===== config.mk =====
export PLATFORM = sky130hd
export DESIGN_NAME = json_token_structure_checker_core
export DESIGN_NICKNAME = d
export VERILOG_FILES = /design/src/hdl/jtsc_pkg.sv /design/src/hdl/jtsc_stack.sv /design/src/hdl/json_token_structure_checker_core.sv
export SDC_FILE = /design/constraint.sdc
export NUM_CORES = 1
export LEC_CHECK = 0
export BUFFER_PORTS_ARGS = -buffer_cell sky130_fd_sc_hd__buf_2
export CAP_MARGIN = 40
export CORE_ASPECT_RATIO = 0.7
export CORE_MARGIN = 5
export CORE_UTILIZATION = 29
export CTS_BUF_LIST = sky130_fd_sc_hd__clkbuf_8
export DETAILED_ROUTE_END_ITERATION = 10
export PLACE_DENSITY = 0.53
export SLEW_MARGIN = 0
export SYNTH_ARGS = -nofsm -noshare
export SYNTH_HDL_FRONTEND = slang
export SYNTH_SLANG_ARGS = --single-unit
export TNS_END_PERCENT = 30

===== constraint.sdc =====
create_clock -name clk -period 28.2 [get_ports clk]
set_clock_uncertainty 0.15 [all_clocks]
set_input_delay 4.23 -clock clk [delete_from_list [all_inputs] [get_ports clk]]
set_output_delay 4.23 -clock clk [all_outputs]
set_load 0.02 [all_outputs]

===== src/hdl/jtsc_pkg.sv =====
// Shared types and constants of the JSON token structure checker.
// No dependencies; imported by every module of the block.
`timescale 1ns / 1ps
`default_nettype none

package jtsc_pkg;

    localparam int STACK_DEPTH_DEFAULT = 512;
    localparam int DEPTH_W = 10;
    localparam int TOKEN_W = 4;
    localparam logic [DEPTH_W-1:0] MAX_DEPTH_RESET = 10'd512;

    // Token kinds
    localparam logic [TOKEN_W-1:0] T_OOPEN  = 4'd0;
    localparam logic [TOKEN_W-1:0] T_OCLOSE = 4'd1;
    localparam logic [TOKEN_W-1:0] T_AOPEN  = 4'd2;
    localparam logic [TOKEN_W-1:0] T_ACLOSE = 4'd3;
    localparam logic [TOKEN_W-1:0] T_COLON  = 4'd4;
    localparam logic [TOKEN_W-1:0] T_COMMA  = 4'd5;
    localparam logic [TOKEN_W-1:0] T_NULL   = 4'd6;
    localparam logic [TOKEN_W-1:0] T_STRING = 4'd10;
    localparam logic [TOKEN_W-1:0] T_END    = 4'd11;
    localparam logic [TOKEN_W-1:0] T_NONE   = 4'd15;

    // Expectation mask bits
    localparam int X_NAME  = 0;
    localparam int X_COLON = 1;
    localparam int X_AVAL  = 2;
    localparam int X_VAL   = 3;
    localparam int X_NOTV  = 4;
    localparam int MASK_W  = 5;

    // Result status codes
    localparam logic [1:0] ST_CONTINUE = 2'd0;
    localparam logic [1:0] ST_VALID    = 2'd1;
    localparam logic [1:0] ST_ERROR    = 2'd2;

    // Register indexes
    localparam logic REG_MAX_DEPTH = 1'b0;

    typedef enum logic [1:0] {
        PH_PARSE = 2'd0,
        PH_AWAIT = 2'd1,
        PH_DONE  = 2'd2,
        PH_ERR   = 2'd3
    } phase_t;

    typedef struct packed {
        logic [TOKEN_W-1:0] token_kind;
        logic               start_document;
    } req_t;

    typedef struct packed {
        logic [1:0]         status;
        logic [DEPTH_W-1:0] depth;
        logic               string_is_key;
    } rsp_t;

    // Stack command for one accepted token
    typedef struct packed {
        logic clear;
        logic push;
        logic pop;
        logic kind;   // 1 object, 0 array
    } stack_op_t;

endpackage

`default_nettype wire


===== src/hdl/jtsc_stack.sv =====
// Container stack of the JSON token structure checker: one-bit entries in a
// synchronous memory, top entry in a register. Depends on jtsc_pkg.
`timescale 1ns / 1ps
`default_nettype none

module jtsc_stack #(
    parameter int STACK_DEPTH = jtsc_pkg::STACK_DEPTH_DEFAULT,
    parameter int SPW = $clog2(STACK_DEPTH + 1)
) (
    input  wire                   clk,
    input  wire                   rst_n,
    input  jtsc_pkg::stack_op_t   op,
    output logic [SPW-1:0]        sp,
    output logic                  top
);
    import jtsc_pkg::*;

    localparam int AW = $clog2(STACK_DEPTH);

    logic           mem [STACK_DEPTH];
    logic [SPW-1:0] sp_reg, sp_next, base_sp, rd_ptr;
    logic           top_reg, top_next;
    logic           under_reg;   // entry just below the top, prefetched
    logic [AW-1:0]  rd_addr;

    always_comb
    begin
        base_sp  = op.clear ? '0 : sp_reg;
        sp_next  = base_sp;
        top_next = top_reg;
        if (op.push)
        begin
            sp_next  = base_sp + SPW'(1);
            top_next = op.kind;
        end
        else if (op.pop)
        begin
            sp_next  = base_sp - SPW'(1);
            top_next = under_reg;
        end
        // prefetch the entry below the next top
        rd_ptr  = sp_next - SPW'(2);
        rd_addr = rd_ptr[AW-1:0];
    end

    always_ff @(posedge clk or negedge rst_n)
    begin
        if (!rst_n)
        begin
            sp_reg <= '0;
        end
        else
        begin
            sp_reg <= sp_next;
        end
    end

    always_ff @(posedge clk)
    begin
        top_reg <= top_next;
        if (op.push)
        begin
            mem[base_sp[AW-1:0]] <= op.kind;
        end
        under_reg <= mem[rd_addr];
    end

    assign sp  = sp_reg;
    assign top = top_reg;

endmodule

`default_nettype wire


===== src/hdl/json_token_structure_checker_core.sv =====
// JSON token structure checker, top level: request/result channels, APB
// register port, phase control and parse rules. Depends on jtsc_pkg, jtsc_stack.
`timescale 1ns / 1ps
`default_nettype none

// Checks that a stream of JSON token kinds forms exactly one well-formed
// document. One token request is taken per clock cycle and its result
// appears in the output register in the cycle after; a new request is taken
// whenever that register is empty or being read in the same cycle, so the
// sustained rate is one token per cycle while the receiver keeps up. That
// figure is set by the container stack: a single-port read of the stack
// memory each cycle prefetches the entry below the top, so a pop of any
// depth finds its new top ready. The stack memory is not cleared; only
// entries below the stack pointer are used, and a start_document token
// resets the pointer, mask and phase at once, so no clearing pass runs after
// reset. Status 2 is sticky until start_document. max_depth (address 0) must
// be written only while the block is idle; the block does not enforce this.
module json_token_structure_checker_core #(
    parameter int STACK_DEPTH = jtsc_pkg::STACK_DEPTH_DEFAULT
) (
    input  wire                 clk,
    input  wire                 rst_n,
    // token requests
    input  wire                 req_valid,
    output logic                req_ready,
    input  jtsc_pkg::req_t      req_data,
    // results
    output logic                rsp_valid,
    input  wire                 rsp_ready,
    output jtsc_pkg::rsp_t      rsp_data,
    // register port
    input  wire                 psel,
    input  wire                 penable,
    input  wire                 pwrite,
    input  wire  [2:0]          paddr,
    input  wire  [31:0]         pwdata,
    output logic [31:0]         prdata,
    output logic                pready
);
    import jtsc_pkg::*;

    localparam int SPW = $clog2(STACK_DEPTH + 1);
    localparam int CW  = (SPW > DEPTH_W) ? SPW : DEPTH_W;

    // register port
    logic [DEPTH_W-1:0] max_depth_reg;

    // document state
    logic [MASK_W-1:0]  mask_reg, mask_next;
    logic [TOKEN_W-1:0] prev_reg, prev_next;
    phase_t             phase_reg, phase_next;

    // result register
    logic               rsp_valid_reg, rsp_valid_next;
    rsp_t               rsp_data_reg, rsp_data_next;

    // stack
    stack_op_t          stk_op;
    logic [SPW-1:0]     stk_sp;
    logic               stk_top;

    // parse datapath
    logic               accept;
    logic [TOKEN_W-1:0] t;
    logic [MASK_W-1:0]  m0, m;
    logic [TOKEN_W-1:0] prev0;
    logic [SPW-1:0]     sp0, sp_new;
    phase_t             ph0;
    logic               top_obj, value_open, ok, is_key, push, pop;
    logic [1:0]         status;

    jtsc_stack #(
        .STACK_DEPTH (STACK_DEPTH),
        .SPW         (SPW)
    ) u_stack (
        .clk   (clk),
        .rst_n (rst_n),
        .op    (stk_op),
        .sp    (stk_sp),
        .top   (stk_top)
    );

    // ---------------- register port ----------------
    assign pready = 1'b1;

    always_ff @(posedge clk or negedge rst_n)
    begin
        if (!rst_n)
        begin
            max_depth_reg <= MAX_DEPTH_RESET;
        end
        else if (psel && penable && pwrite && (paddr[2] == REG_MAX_DEPTH))
        begin
            max_depth_reg <= pwdata[DEPTH_W-1:0];
        end
    end

    always_comb
    begin
        prdata = '0;
        if (paddr[2] == REG_MAX_DEPTH)
        begin
            prdata = 32'(max_depth_reg);
        end
    end

    // ---------------- handshake ----------------
    // Take a request whenever the result register is free or draining.
    assign req_ready = !rsp_valid_reg || rsp_ready;
    assign accept    = req_valid && req_ready;

    // ---------------- parse rules ----------------
    // start_document wipes the document state before this token is judged.
    always_comb
    begin
        t       = req_data.token_kind;
        m0      = req_data.start_document ? '0 : mask_reg;
        prev0   = req_data.start_document ? T_NONE : prev_reg;
        sp0     = req_data.start_document ? '0 : stk_sp;
        ph0     = req_data.start_document ? PH_PARSE : phase_reg;
        top_obj = (sp0 != '0) && stk_top;
        value_open = (t inside {[T_NULL:T_STRING], T_OOPEN, T_AOPEN});

        ok     = 1'b1;
        m      = m0;
        sp_new = sp0;
        is_key = 1'b0;
        push   = 1'b0;
        pop    = 1'b0;

        if (t > T_STRING)
        begin
            // end, lexer error and unused codes are never legal while parsing
            ok = 1'b0;
        end
        else
        begin
            // what the mask expects next
            if (m[X_VAL])
            begin
                if (!value_open) ok = 1'b0;
                m[X_VAL] = 1'b0;
            end
            else if (m[X_AVAL])
            begin
                if (!(value_open || t == T_ACLOSE)) ok = 1'b0;
                m[X_AVAL] = 1'b0;
            end
            else if (m[X_NAME])
            begin
                if (!(t == T_OCLOSE || t == T_STRING)) ok = 1'b0;
            end
            else if (m[X_COLON])
            begin
                if (t != T_COLON) ok = 1'b0;
                m[X_COLON] = 1'b0;
            end
            else if (t == T_COLON)
            begin
                ok = 1'b0;
            end

            // a value may not follow a finished value
            if (m[X_NOTV])
            begin
                if (value_open) ok = 1'b0;
                m[X_NOTV] = 1'b0;
            end

            if (t == T_OOPEN || t == T_AOPEN)
            begin
                if ((sp0 >= SPW'(STACK_DEPTH)) || (CW'(sp0) >= CW'(max_depth_reg)))
                begin
                    ok = 1'b0;
                end
                push   = 1'b1;
                sp_new = sp0 + SPW'(1);
                if (t == T_OOPEN) m[X_NAME] = 1'b1;
                else              m[X_AVAL] = 1'b1;
            end
            else if (t == T_OCLOSE || t == T_ACLOSE)
            begin
                if ((sp0 == '0) || (prev0 == T_COMMA) || (top_obj != (t == T_OCLOSE)))
                begin
                    ok = 1'b0;
                end
                pop         = 1'b1;
                sp_new      = sp0 - SPW'(1);
                m[X_NAME]   = 1'b0;
                m[X_NOTV]   = 1'b1;
            end
            else if (t == T_COLON)
            begin
                if ((sp0 == '0) || !top_obj) ok = 1'b0;
                m[X_VAL] = 1'b1;
            end
            else if (t == T_COMMA)
            begin
                if ((sp0 == '0) || (prev0 == T_COMMA) || (prev0 == T_AOPEN)) ok = 1'b0;
                if (top_obj) m[X_NAME] = 1'b1;
                else         m[X_AVAL] = 1'b1;
            end
            else if (t == T_STRING)
            begin
                // a string where a member name is due becomes the key
                if (m[X_NAME])
                begin
                    is_key     = 1'b1;
                    m[X_NAME]  = 1'b0;
                    m[X_COLON] = 1'b1;
                end
                m[X_NOTV] = 1'b1;
            end
            else
            begin
                m[X_NOTV] = 1'b1;
            end
        end

        // drop every side effect of a rejected token
        if (!ok || ph0 != PH_PARSE)
        begin
            m      = m0;
            sp_new = sp0;
            is_key = 1'b0;
            push   = 1'b0;
            pop    = 1'b0;
        end
    end

    // ---------------- phase: next state ----------------
    always_comb
    begin
        phase_next = phase_reg;
        if (accept)
        begin
            case (ph0)
                PH_PARSE:
                    if (!ok)
                        phase_next = PH_ERR;
                    else if (sp_new == '0)
                        phase_next = PH_AWAIT;
                    else
                        phase_next = PH_PARSE;
                PH_AWAIT, PH_DONE:
                    phase_next = (t == T_END) ? PH_DONE : PH_ERR;
                default:
                    phase_next = PH_ERR;
            endcase
        end
    end

    // ---------------- phase: outputs ----------------
    always_comb
    begin
        case (ph0)
            PH_PARSE:
                status = ok ? ST_CONTINUE : ST_ERROR;
            PH_AWAIT, PH_DONE:
                status = (t == T_END) ? ST_VALID : ST_ERROR;
            default:
                status = ST_ERROR;
        endcase
    end

    // ---------------- state update ----------------
    always_comb
    begin
        mask_next = mask_reg;
        prev_next = prev_reg;
        stk_op    = '0;
        if (accept)
        begin
            mask_next    = m;
            prev_next    = (ok && ph0 == PH_PARSE) ? t : prev0;
            stk_op.clear = req_data.start_document;
            stk_op.push  = push;
            stk_op.pop   = pop;
            stk_op.kind  = (t == T_OOPEN);
        end

        rsp_data_next = rsp_data_reg;
        if (accept)
        begin
            rsp_valid_next = 1'b1;
            rsp_data_next.status        = status;
            rsp_data_next.depth         = DEPTH_W'(sp_new);
            rsp_data_next.string_is_key = is_key;
        end
        else if (rsp_ready)
        begin
            rsp_valid_next = 1'b0;
        end
        else
        begin
            rsp_valid_next = rsp_valid_reg;
        end
    end

    always_ff @(posedge clk or negedge rst_n)
    begin
        if (!rst_n)
        begin
            mask_reg      <= '0;
            prev_reg      <= T_NONE;
            phase_reg     <= PH_PARSE;
            rsp_valid_reg <= 1'b0;
        end
        else
        begin
            mask_reg      <= mask_next;
            prev_reg      <= prev_next;
            phase_reg     <= phase_next;
            rsp_valid_reg <= rsp_valid_next;
        end
    end

    // hold the result payload until taken
    always_ff @(posedge clk)
    begin
        rsp_data_reg <= rsp_data_next;
    end

    assign rsp_valid = rsp_valid_reg;
    assign rsp_data  = rsp_data_reg;

endmodule

`default_nettype wire


Yosys cells after proc, flatten, opt, wreduce, memory -nomap -nowiden

Memory sizes are Yosys's and may differ from the RTL's. A register that Yosys moved wholly into a read port is not among the register bits.
Cells that the tools add are included.

Memories: 1
Bits in registers: 46
Input port bits: 47
Bits in writable memories: 512
Logic and storage cells: 149

Memories:

| name        | words | width | read ports | clocked after memory_dff | write ports | RTL line         | RTL |
|---|---|---|---|---|---|---|---|
| u_stack.mem | 512   | 1     | 1          | 1                        | 1           | jtsc_stack.sv:20 | `logic mem [STACK_DEPTH];` |

Bitwise operators: 2
Magnitude comparators: 5
Equality and inequality tests: 13
Mux-type cells: 81
$add $sub $neg: 5
Reduce and logical (&&, ||, !) cells: 32

Operator list:

| operator                                             | number |
|---|---|
| 2-to-1 mux 10 bit                                    | 9 |
| 2-to-1 mux 1 bit                                     | 53 |
| adder 10 x 1 -> 10 bit (second input constant)       | 2 |
| logical NOT 10 bit                                   | 2 |
| subtractor 10 x 1 -> 10 bit (second input constant)  | 2 |
| 2-to-1 mux 2 bit                                     | 9 |
| 2-to-1 mux 5 bit                                     | 3 |
| == test 4 x 2 -> 1 bit (second input constant)       | 3 |
| == test 4 x 3 -> 1 bit (second input constant)       | 3 |
| 2-to-1 mux 4 bit                                     | 3 |
| logical OR 1 bit                                     | 11 |
| >= comparator 10 bit                                 | 1 |
| >= comparator 10 bit (second input constant)         | 1 |
| nonzero test 10 bit                                  | 1 |
| subtractor 9 x 2 -> 9 bit (second input constant)    | 1 |
| == test 4 bit (second input constant)                | 2 |
| case mux 2 bit (2 select lines)                      | 2 |
| logical AND 1 bit                                    | 7 |
| OR reduction 7 bit                                   | 1 |
| 2-to-1 mux 3 bit                                     | 2 |
| nonzero test 2 bit                                   | 3 |
| == test 4 x 1 -> 1 bit (second input constant)       | 1 |
| >= comparator 4 x 3 -> 1 bit (second input constant) | 1 |
| > comparator 4 bit (second input constant)           | 1 |
| 11 further kinds                                     | 14 |

Depth between registers and ports, before layout

Gate-level depths: netlist of the first run.

Depth after elaboration: 24
Gate-level depth with buffers: 32
Gate-level depth less buffers: 23

Cells and area by module

Synthesis of the first run repeated with hierarchy kept, for this count alone.

Cells, all modules: 2,217
Area total of the unflattened synthesis: 26,927.1 um^2

Modules (own cells, without submodules):

| module                            | area each (um^2) | cells each | instances |
|---|---|---|---|
| jtsc_stack                        | 24,171.9         | 1,898      | 1 |
| json_token_structure_checker_core | 2,755.1          | 319        | 1 |

Worst setup path after synthesis of the first run

OpenSTA, ideal clock, no wires.

Kind: input to register
Start: input rsp_ready
End: memory u_stack.mem[0] (data pin)
Stages on the path: 7
Data arrival time: 24,801 ps
Library setup time: 3,980 ps
Required time: 24,070 ps
Path buffers: 4
Path slack: -732 ps
Cells stage by stage: nand2b_1 > clkbuf_1 > nand2_1 > clkbuf_1 > buf_1 > clkbuf_1 > nor3_1

RTL lines:

| item        | RTL line                                | RTL |
|---|---|---|
| from (decl) | json_token_structure_checker_core.sv:29 | `input wire rsp_ready,` |
| to (decl)   | jtsc_stack.sv:20                        |  |

Worst setup path after layout of the first run

Start: input req_data[0] (netlist name)
End: register u_stack.under_reg, read port of u_stack.mem

Longest elaborated chain between the ends: 20

RTL lines:

| item                          | RTL line                                 | RTL |
|---|---|---|
| from (decl)                   | json_token_structure_checker_core.sv:26  | `input jtsc_pkg::req_t req_data,` |
| 2-to-1 mux 5 bit              | json_token_structure_checker_core.sv:117 | `m0 = req_data.start_document ? '0 : mask_reg;` |
| 2-to-1 mux 1 bit              | json_token_structure_checker_core.sv:153 | `else if (m[X_COLON])` |
| 2-to-1 mux 1 bit              | json_token_structure_checker_core.sv:149 | `else if (m[X_NAME])` |
| 2-to-1 mux 1 bit              | json_token_structure_checker_core.sv:144 | `else if (m[X_AVAL])` |
| 2-to-1 mux 1 bit              | json_token_structure_checker_core.sv:139 | `if (m[X_VAL])` |
| 2-to-1 mux 1 bit              | json_token_structure_checker_core.sv:166 | `if (value_open) ok = 1'b0;` |
| 2-to-1 mux 1 bit              | json_token_structure_checker_core.sv:164 | `if (m[X_NOTV])` |
| 2-to-1 mux 1 bit              | json_token_structure_checker_core.sv:199 | `if ((sp0 == '0) \|\| (prev0 == T_COMMA) \|\| (prev0 == T_AOPEN)) ok = 1'b0;` |
| [4 not listed]                | -                                        |  |
| 2-to-1 mux 1 bit              | json_token_structure_checker_core.sv:131 | `if (t > T_STRING)` |
| logical NOT 1 bit             | -                                        |  |
| logical OR 1 bit              | json_token_structure_checker_core.sv:221 | `if (!ok \|\| ph0 != PH_PARSE)` |
| 2-to-1 mux 1 bit              | json_token_structure_checker_core.sv:221 |  |
| 2-to-1 mux 4 bit (*)          | json_token_structure_checker_core.sv:272 | `if (accept)` |
| 2-to-1 mux 10 bit             | jtsc_stack.sv:36                         | `else if (op.pop)` |
| 2-to-1 mux 10 bit (*)         | jtsc_stack.sv:31                         | `if (op.push)` |
| subtractor 9 x 2 -> 9 bit (*) | jtsc_stack.sv:42                         | `rd_ptr = sp_next - SPW'(2);` |
| to (decl)                     | jtsc_stack.sv:23                         | `logic under_reg;` |

Every way passes the cells marked *; elsewhere a longest branch is shown, timed or not.
A chain may end at the register's enable or synchronous reset.

==> results of run 1 <==
[worst max-delay path: stages]
cell	delay, ns
buf_2	0.09
buf_4	0.27
inv_1	0.10
buf_4	0.43
nand2_1	0.52
ha_1	0.48
nor4b_2	0.21
a32oi_1	0.35
nor4_2	0.07
o21ai_2	0.40
nand3_2	0.09
buf_4	0.35
inv_2	0.15
buf_4	0.64
nand2b_1	0.16
xnor2_1	0.29
ha_2	0.23
inv_1	0.07
xnor2_1	0.55
xor2_4	0.78
buf_4	0.66
nor2_2	0.34
a221oi_1	0.36
nor2_1	0.06
a2111oi_0	0.47
a211o_1	0.21
o21ai_1	0.08
a32o_1	0.26
[cell families after synthesis]
family / count (synthesis) / synth area share, %
XOR/XNOR: 27 / 0.908
AND/OR/NAND/NOR: 1212 / 17.8
flip-flops: 559 / 58.3
other: 2 / 0.0263
adder cells (fa/ha/maj): 20 / 0.877
AO/OA/AOI/OAI: 454 / 11.4
multiplexers: 105 / 6.15
buffers and inverters: 299 / 4.57
[power by group through the flow]
stage | Clock [mW] | Combinational [mW] | Sequential [mW]
global route | 0.722 | 0.584 | 0.926
detailed placement | 0 | 0.540 | 0.942
global placement | 0 | 0.535 | 0.942
CTS | 0.687 | 0.542 | 0.925
finish | 0.671 | 0.549 | 0.925
floorplan | 0 | 0.344 | 0.938
[through the flow]
| step | hold WS, ns | area, um^2 | setup slack (ns) | instances | power, mW |
|---|---|---|---|---|---|
| final | 0.329 | 31800 | 15.61 | 4035 | 2.14 |
| after global routing | 0.368 | 31800 | 15.47 | 4035 | 2.23 |
| after CTS | 0.338 | 31800 | 15.87 | 4034 | 2.15 |
| after floorplan | 0.292 | 28600 | 9.46 | 2699 | 1.28 |
| after global placement | 0.313 | 30000 | 15.13 | 3871 | 1.48 |
| after detailed placement | 0.324 | 30100 | 15.13 | 3878 | 1.48 |
[worst min-delay path by stage]
stage | start | endpoint | cells past startpoint
3_5_place_dp | mask_reg[4]$_DFFE_PN0P_ | mask_reg[4]$_DFFE_PN0P_ | 2
6_report | mask_reg[4]$_DFFE_PN0P_ | mask_reg[4]$_DFFE_PN0P_ | 2
5_1_grt | max_depth_reg[5]$_DFFE_PN0P_ | max_depth_reg[5]$_DFFE_PN0P_ | 1
2_1_floorplan | mask_reg[4]$_DFFE_PN0P_ | mask_reg[4]$_DFFE_PN0P_ | 2
3_3_place_gp | mask_reg[4]$_DFFE_PN0P_ | mask_reg[4]$_DFFE_PN0P_ | 2
4_1_cts | mask_reg[4]$_DFFE_PN0P_ | mask_reg[4]$_DFFE_PN0P_ | 2
[routing by layer]
metal	up-vias	share of wire [%]	track usage, %
li1	9618	-	-
met1	10900	47	25.3
met2	909	42	23.9
met3	116	9.3	4.12
met4	0	1.6	3.57
met5	-	0	0
[final cells by class]
type / instances / area (um^2) / area share, %
sequential: 559 / 16600 / 52.3
clock buffer: 102 / 1400 / 4.42
multi-input combinational: 1841 / 10900 / 34.2
antenna: 1 / 2.50 / 0.00787
clock inverter: 54 / 253 / 0.795
inverter: 38 / 144 / 0.453
tap: 1323 / 1660 / 5.21
timing repair buffer: 117 / 838 / 2.64
[cell usage in the layout, fill, tap and decap left out, types with 26 or more instances in the layout]
master      n
a21oi_1    60
a22oi_1    73
a31oi_1    38
buf_2      47
buf_4      63
clkbuf_8  102
dfrtp_1    26
edfxtp_1  526
inv_1      64
mux2i_1    34
mux4_2     54
nand2_1   364
nand3_1    94
nor2_1    599
nor3_1     29
o21ai_0    62
==> summary.txt, run 1 <==
Status
  • Status: finished, final reports clean

Logic synthesis
  • Synth top cells by count: nor2_1, edfxtp_1, nand2_1
  • Register bit total from synthesis: 559
  • EDFF count, synth: 526
  • Cells after synthesis: 2678
  • Main synth FF type: edfxtp_1
  • Register area share after synthesis: around three fifths
  • Yosys top cell area share: 55.4%
  • Yosys cell types: 89
  • Post-synth ARST share: around 5.7%
  • Yosys top cell by area: edfxtp_1
  • Cell area after synthesis: 28500 um^2
  • Synth area leaders: edfxtp_1, nor2_1, nand2_1
  • Most frequent cell after synthesis: nor2_1
  • Syn avg cell area: 10.7 um^2
  • Synth warn: 0

Route
  • DR vias/cell: 5.34
  • Drt first pass iters: 6
  • Detailed-route wire length per cell: 22.3 um
  • Via count: roughly 22000
  • DRT antenna net count: 0
  • Drt drc: 0
  • Final WL: roughly 90 mm
  • Number of DRC markers in iteration 0: 2683

Floorplan
  • Std-Cell Rows: 96
  • Ports: 95
  • Die area: 105000 um^2
  • Core Footprint: 97800 um^2
  • Die height: 272 um
  • Die W: 385 um
  • Initial Util: 29.2%

STA
  • Unrepaired setup endpoints after global routing: no
  • Final Critical Period: 12.59 ns
  • Setup tns final: 0 ns
  • Final-report setup violation count: 0
  • Slew headroom: 33.1%
  • Final Cycle Share: around 45%
  • Pins over their slew limit: 0
  • F_max: around 0.079 GHz
  • Hold Violations, Final: 0
  • Least-Margin Pin Slew: between 0.9 and 1 ns

Critical path
  • Crit path required time: 28.63 ns
  • Crit path kind: in2reg
  • Cells on worst reg2reg path: 24
  • Critical path destination: u_stack.under_reg$_DFF_P_
  • Critical Path Sink Type: flop
  • FF-to-FF Start: u_stack.sp[0]$_DFF_PN0_
  • Reg2Reg Capture Point: u_stack.under_reg$_DFF_P_
  • R2R setup slack: a little under 20 ns
  • Arrival time worst endpoint: 13.02 ns
  • Critical path peak fanout: 69
  • CP startpoint: req_data[0]
  • CP startpoint kind: input pin

Power
  • Leakage Power: 10.5 nW
  • PD cells: 67.5 nW/um^2
  • Int Pwr: 1.42 mW
  • Peak VDD IR: 0.0000364 V
  • Comb power frac: about a quarter
  • Seq pwr share: 43.1%
  • Clk network pwr share: 31.3%
  • Switching power: 0.724 mW
  • Switching part of the total: 33.8%

Clocking
  • Clk Latency, worst-skew pair: around 0.7 ns
  • Clock sinks: 559
  • Reg clk slew, reported paths: 0.06 ns
  • Max clock buf depth: 3
  • Setup repair bufs after CTS: 0
  • H-tree levels: 3
  • CTS tree: built
  • Post-CTS Resized: 0
  • Root buffer cell: clkbuf_8
  • Hold_buf cts: 0
  • Num CTS Buffers: approximately 90

Finish
  • Max reg flops: between 500 and 600
  • Fill cells: 10100
  • Share of cells above drive strength 1: 13.6%
  • Nets: roughly 2700
  • Area Overhead vs Synth: 11.4%
  • End-of-flow core utilization: between 30 and 40%

Placed design
  • HPWL after DPL: about 50 mm
  • Port Buffer Count: 47
  • GP Congestion: about 0.83

Global route
  • Global route overflow: 0
  • GR Util All Layers: 16.7%
  • Initial antenna violation count: 1
  • Largest net degree at the start of global routing: 97
  • Vias in the first global route: 20100
  • First-pass GRT wire length: 133 mm

Flow run
  • Max Cap Viol: 0

Worst hold path
  • HP Class: reg2reg
Note: power is estimated with default switching activity, not from simulation.
==> run 2, diff against run 1 <==
--- a/config.mk
+++ b/config.mk
@@ -12,7 +12,7 @@
 export CORE_UTILIZATION = 29
 export CTS_BUF_LIST = sky130_fd_sc_hd__clkbuf_8
 export DETAILED_ROUTE_END_ITERATION = 10
-export PLACE_DENSITY = 0.53
+export PLACE_DENSITY = 0.55
 export SLEW_MARGIN = 0
 export SYNTH_ARGS = -nofsm -noshare
 export SYNTH_HDL_FRONTEND = slang
==> constraint.sdc (replaced) <==
create_clock -name clk -period 10.5 [get_ports clk]
set_clock_uncertainty 0.15 [all_clocks]
set_input_delay 1.575 -clock clk [delete_from_list [all_inputs] [get_ports clk]]
set_output_delay 1.575 -clock clk [all_outputs]
set_load 0.02 [all_outputs]
==> run 2 against run 1 <==
Total power grew to 2.7 times the previous value. Global-route usage shrank 0.19 points. Hold slack gained 0.015 ns. Combinational power rose to 2.7 times the previous value. Die area is the same. Final area about the same. Core utilization hardly changed. Clock power rose to 2.6 times the previous value. Final cell count down 0.25%. Routed wire length decreased by 1.5%. Sequential cell count did not move. Via count grew 0.21%.
==> summary.txt, run 2 (same netlist as run 1, synthesis figures left out) <==
Clocking
  • Max clock buf depth: 3 (unchanged)
  • Root buffer cell: clkbuf_8
  • CTS tree: built
  • H-tree levels: 3 (unchanged)
  • Post-CTS Resized: 0 (unchanged)
  • Num CTS Buffers: 84 (-4.5%)
  • Reg clk slew, reported paths: 0.08 ns (+0.02 ns)
  • Clk Latency, worst-skew pair: 0.70 ns (about the same)
  • Setup repair bufs after CTS: 0 (unchanged)
  • Clock sinks: 559 (unchanged)
  • Hold_buf cts: 0 (unchanged)

STA
  • Least-Margin Pin Slew: 1.30 ns (+0.324 ns)
  • Unrepaired setup endpoints after global routing: no
  • Final Critical Period: 8.27 ns
  • Final Cycle Share: 78.7%
  • Slew headroom: 13.1% (-20 points)
  • F_max: 0.121 GHz
  • Final-report setup violation count: 0 (unchanged)
  • Pins over their slew limit: 0 (unchanged)
  • Setup tns final: 0 ns (unchanged)
  • Final setup margin: 2.23 ns (-13.37 ns)
  • Hold Violations, Final: 0 (unchanged)

Critical path
  • CP startpoint kind: input pin
  • CP Cell Sequence: buf_2, inv_1, nand2_1, ha_1, nor4b_2, a32oi_1, nor4_2, o21ai_2, nand3_2, inv_2, mux2_4, buf_4, clkinv_2, buf_12, mux4_2, mux4_2, a211oi_2, nand4_1, a32o_1
  • Critical Path Sink Type: flop
  • Crit path required time: 10.93 ns (-17.70 ns)
  • CP startpoint: req_data[0]
  • Critical-path cell with the highest stage delay: buf_4
  • Arrival time worst endpoint: 8.69 ns (-4.33 ns)
  • Worst path most repeated cell: mux4_2
  • CP peak stage delay: 0.68 ns (-0.10 ns)
  • Crit path kind: in2reg
  • Critical path peak fanout: 53 (-23%)
  • FF-to-FF Start: u_stack.sp[0]$_DFF_PN0_

Placed design
  • HPWL after DPL: 49.8 mm (-1.7%)
  • # placed instances: 3878 (unchanged)
  • GP Congestion: 0.824 (-1.1%)
  • Area post-placement: 30200 um^2 (+0.21%)
  • Port Buffer Count: 47 (unchanged)
  • Place WS: 1.79 ns (-13.34 ns)

Floorplan
  • Initial Util: 29.2% (unchanged)
  • Die area: 105000 um^2 (unchanged)
  • Std-Cell Rows: 96 (unchanged)
  • Die height: 272 um (unchanged)
  • Ports: 95 (unchanged)
  • Die W: 385 um (unchanged)
  • Core Footprint: 97800 um^2 (unchanged)

Global route
  • First-pass GRT wire length: 132 mm (-0.16%)
  • Initial antenna violation count: 2 (+1)
  • Vias in the first global route: 20600 (+2.3%)
  • Global route overflow: 0 (unchanged)
  • Largest net degree at the start of global routing: 281 (+190%)
  • GR Util All Layers: 16.5% (-0.19 points)

Power
  • Leakage Power: 10.5 nW (about the same)
  • Peak VDD IR: 0.0000830 V (+130%)
  • PD cells: 180 nW/um^2 (+170%)
  • Switching power: 1.93 mW (+170%)
  • Switching part of the total: 33.8% (+0.072 points)
  • Seq pwr share: 43.5% (+0.4 points)
  • Int Pwr: 3.78 mW (+170%)
  • Clk network pwr share: 30.7% (-0.6 points)
  • Total power: 5.72 mW (+170%)
  • Comb power frac: 25.8% (+0.2 points)

Route
  • Drt drc: 0 (unchanged)
  • Number of DRC markers in iteration 0: 2591 (-3.4%)
  • Final WL: 88.7 mm (-1.5%)
  • Drt first pass iters: 8 (+2)
  • Detailed-route wire length per cell: 22.0 um (-1.3%)
  • DRT antenna net count: 0 (unchanged)
  • DR vias/cell: 5.36 (+0.46%)
  • Via count: 21600 (+0.21%)

Finish
  • Fill cells: 10000 (-0.56%)
  • Share of cells above drive strength 1: 13.3% (-0.36 points)
  • Max reg flops: 512 (unchanged)
  • Nets: 2709 (-0.11%)
  • Area Overhead vs Synth: 11.4% (about the same)
  • Post-Layout Cell Count: 4025 (-0.25%)
  • Commonest cells after routing, fill and taps aside: nor2_1, edfxtp_1, nand2_1, nand3_1, clkbuf_8
  • Most common library cell in the layout ignoring fill and taps: nor2_1
  • Design Area, Final: 31800 um^2 (about the same)

Worst hold path
  • HP Class: reg2reg
  • HP Start: mask_reg[4]$_DFFE_PN0P_

Flow run
  • Max Cap Viol: 0 (unchanged)

Status
  • Status: finished, final reports clean
-- run 2: cell types whose count changed in the layout (fill, tap and decap cells not counted), sizes merged --
cell	delta
bufinv	+1
inv	+5
clkbuf	-9
buf	+1
clkinvlp	-1
clkinv	-7
-- run 2: layout make-up --
cell class | instances | area (um^2) | share of cell area, %
antenna | 1 | 2.50 | 0.00788
clock buffer | 93 | 1280 | 4.03
clock inverter | 52 | 293 | 0.921
inverter | 38 | 144 | 0.453
multi-input combinational | 1841 | 10900 | 34.2
sequential | 559 | 16600 | 52.3
tap | 1323 | 1660 | 5.21
timing repair buffer | 118 | 911 | 2.87
-- run 2: worst max-delay path, delay by kind of cell --
family	cells	cell delay, ns
compound gates	4	1.58
fa+ha+maj	1	0.44
buf+inv	6	2.68
simple gates	5	1.24
mux	3	1.12
-- run 2: layer usage --
metal	GRT usage, %	routed length (um)	share of wire (%)	vias to the layer above
met5	0	0	0	-
met4	4.31	1950	2.2	0
li1	-	-	-	9608
met2	23.6	37100	42	953
met3	4.33	8880	10	140
met1	24.5	40800	46	10900
-- run 2: final timing paths --
| path | to | slack, ns | cells past startpoint |
|---|---|---|---|
| setup / recovery | u_stack.under_reg$_DFF_P_ | 2.23 | 19 |
| hold / removal | mask_reg[4]$_DFFE_PN0P_ | 0.34 | 2 |
| setup reg to reg | u_stack.under_reg$_DFF_P_ | 3.55 | 17 |
| hold reg to reg | mask_reg[4]$_DFFE_PN0P_ | 0.34 | 2 |
| max in group asynchronous | max_depth_reg[9]$_DFFE_PN1P_ | 9.09 | 2 |
| min in group asynchronous | mask_reg[3]$_DFFE_PN0P_ | 0.59 | 1 |
-- run 2: metrics by stage --
stage               hold WS [ns]  util (%)
floorplan                  0.292         -
finish                     0.343      32.5
global placement           0.309      30.7
detailed placement         0.325      30.9
global route               0.373      32.5
CTS                        0.342      32.5
-- run 2: power groups by stage --
stage / logic, mW / registers [mW] / clock network [mW]
after detailed placement: 1.44 / 2.53 / 0
after CTS: 1.45 / 2.49 / 1.79
final: 1.48 / 2.49 / 1.75
after global routing: 1.57 / 2.49 / 1.89
after global placement: 1.42 / 2.53 / 0
after floorplan: 0.928 / 2.52 / 0
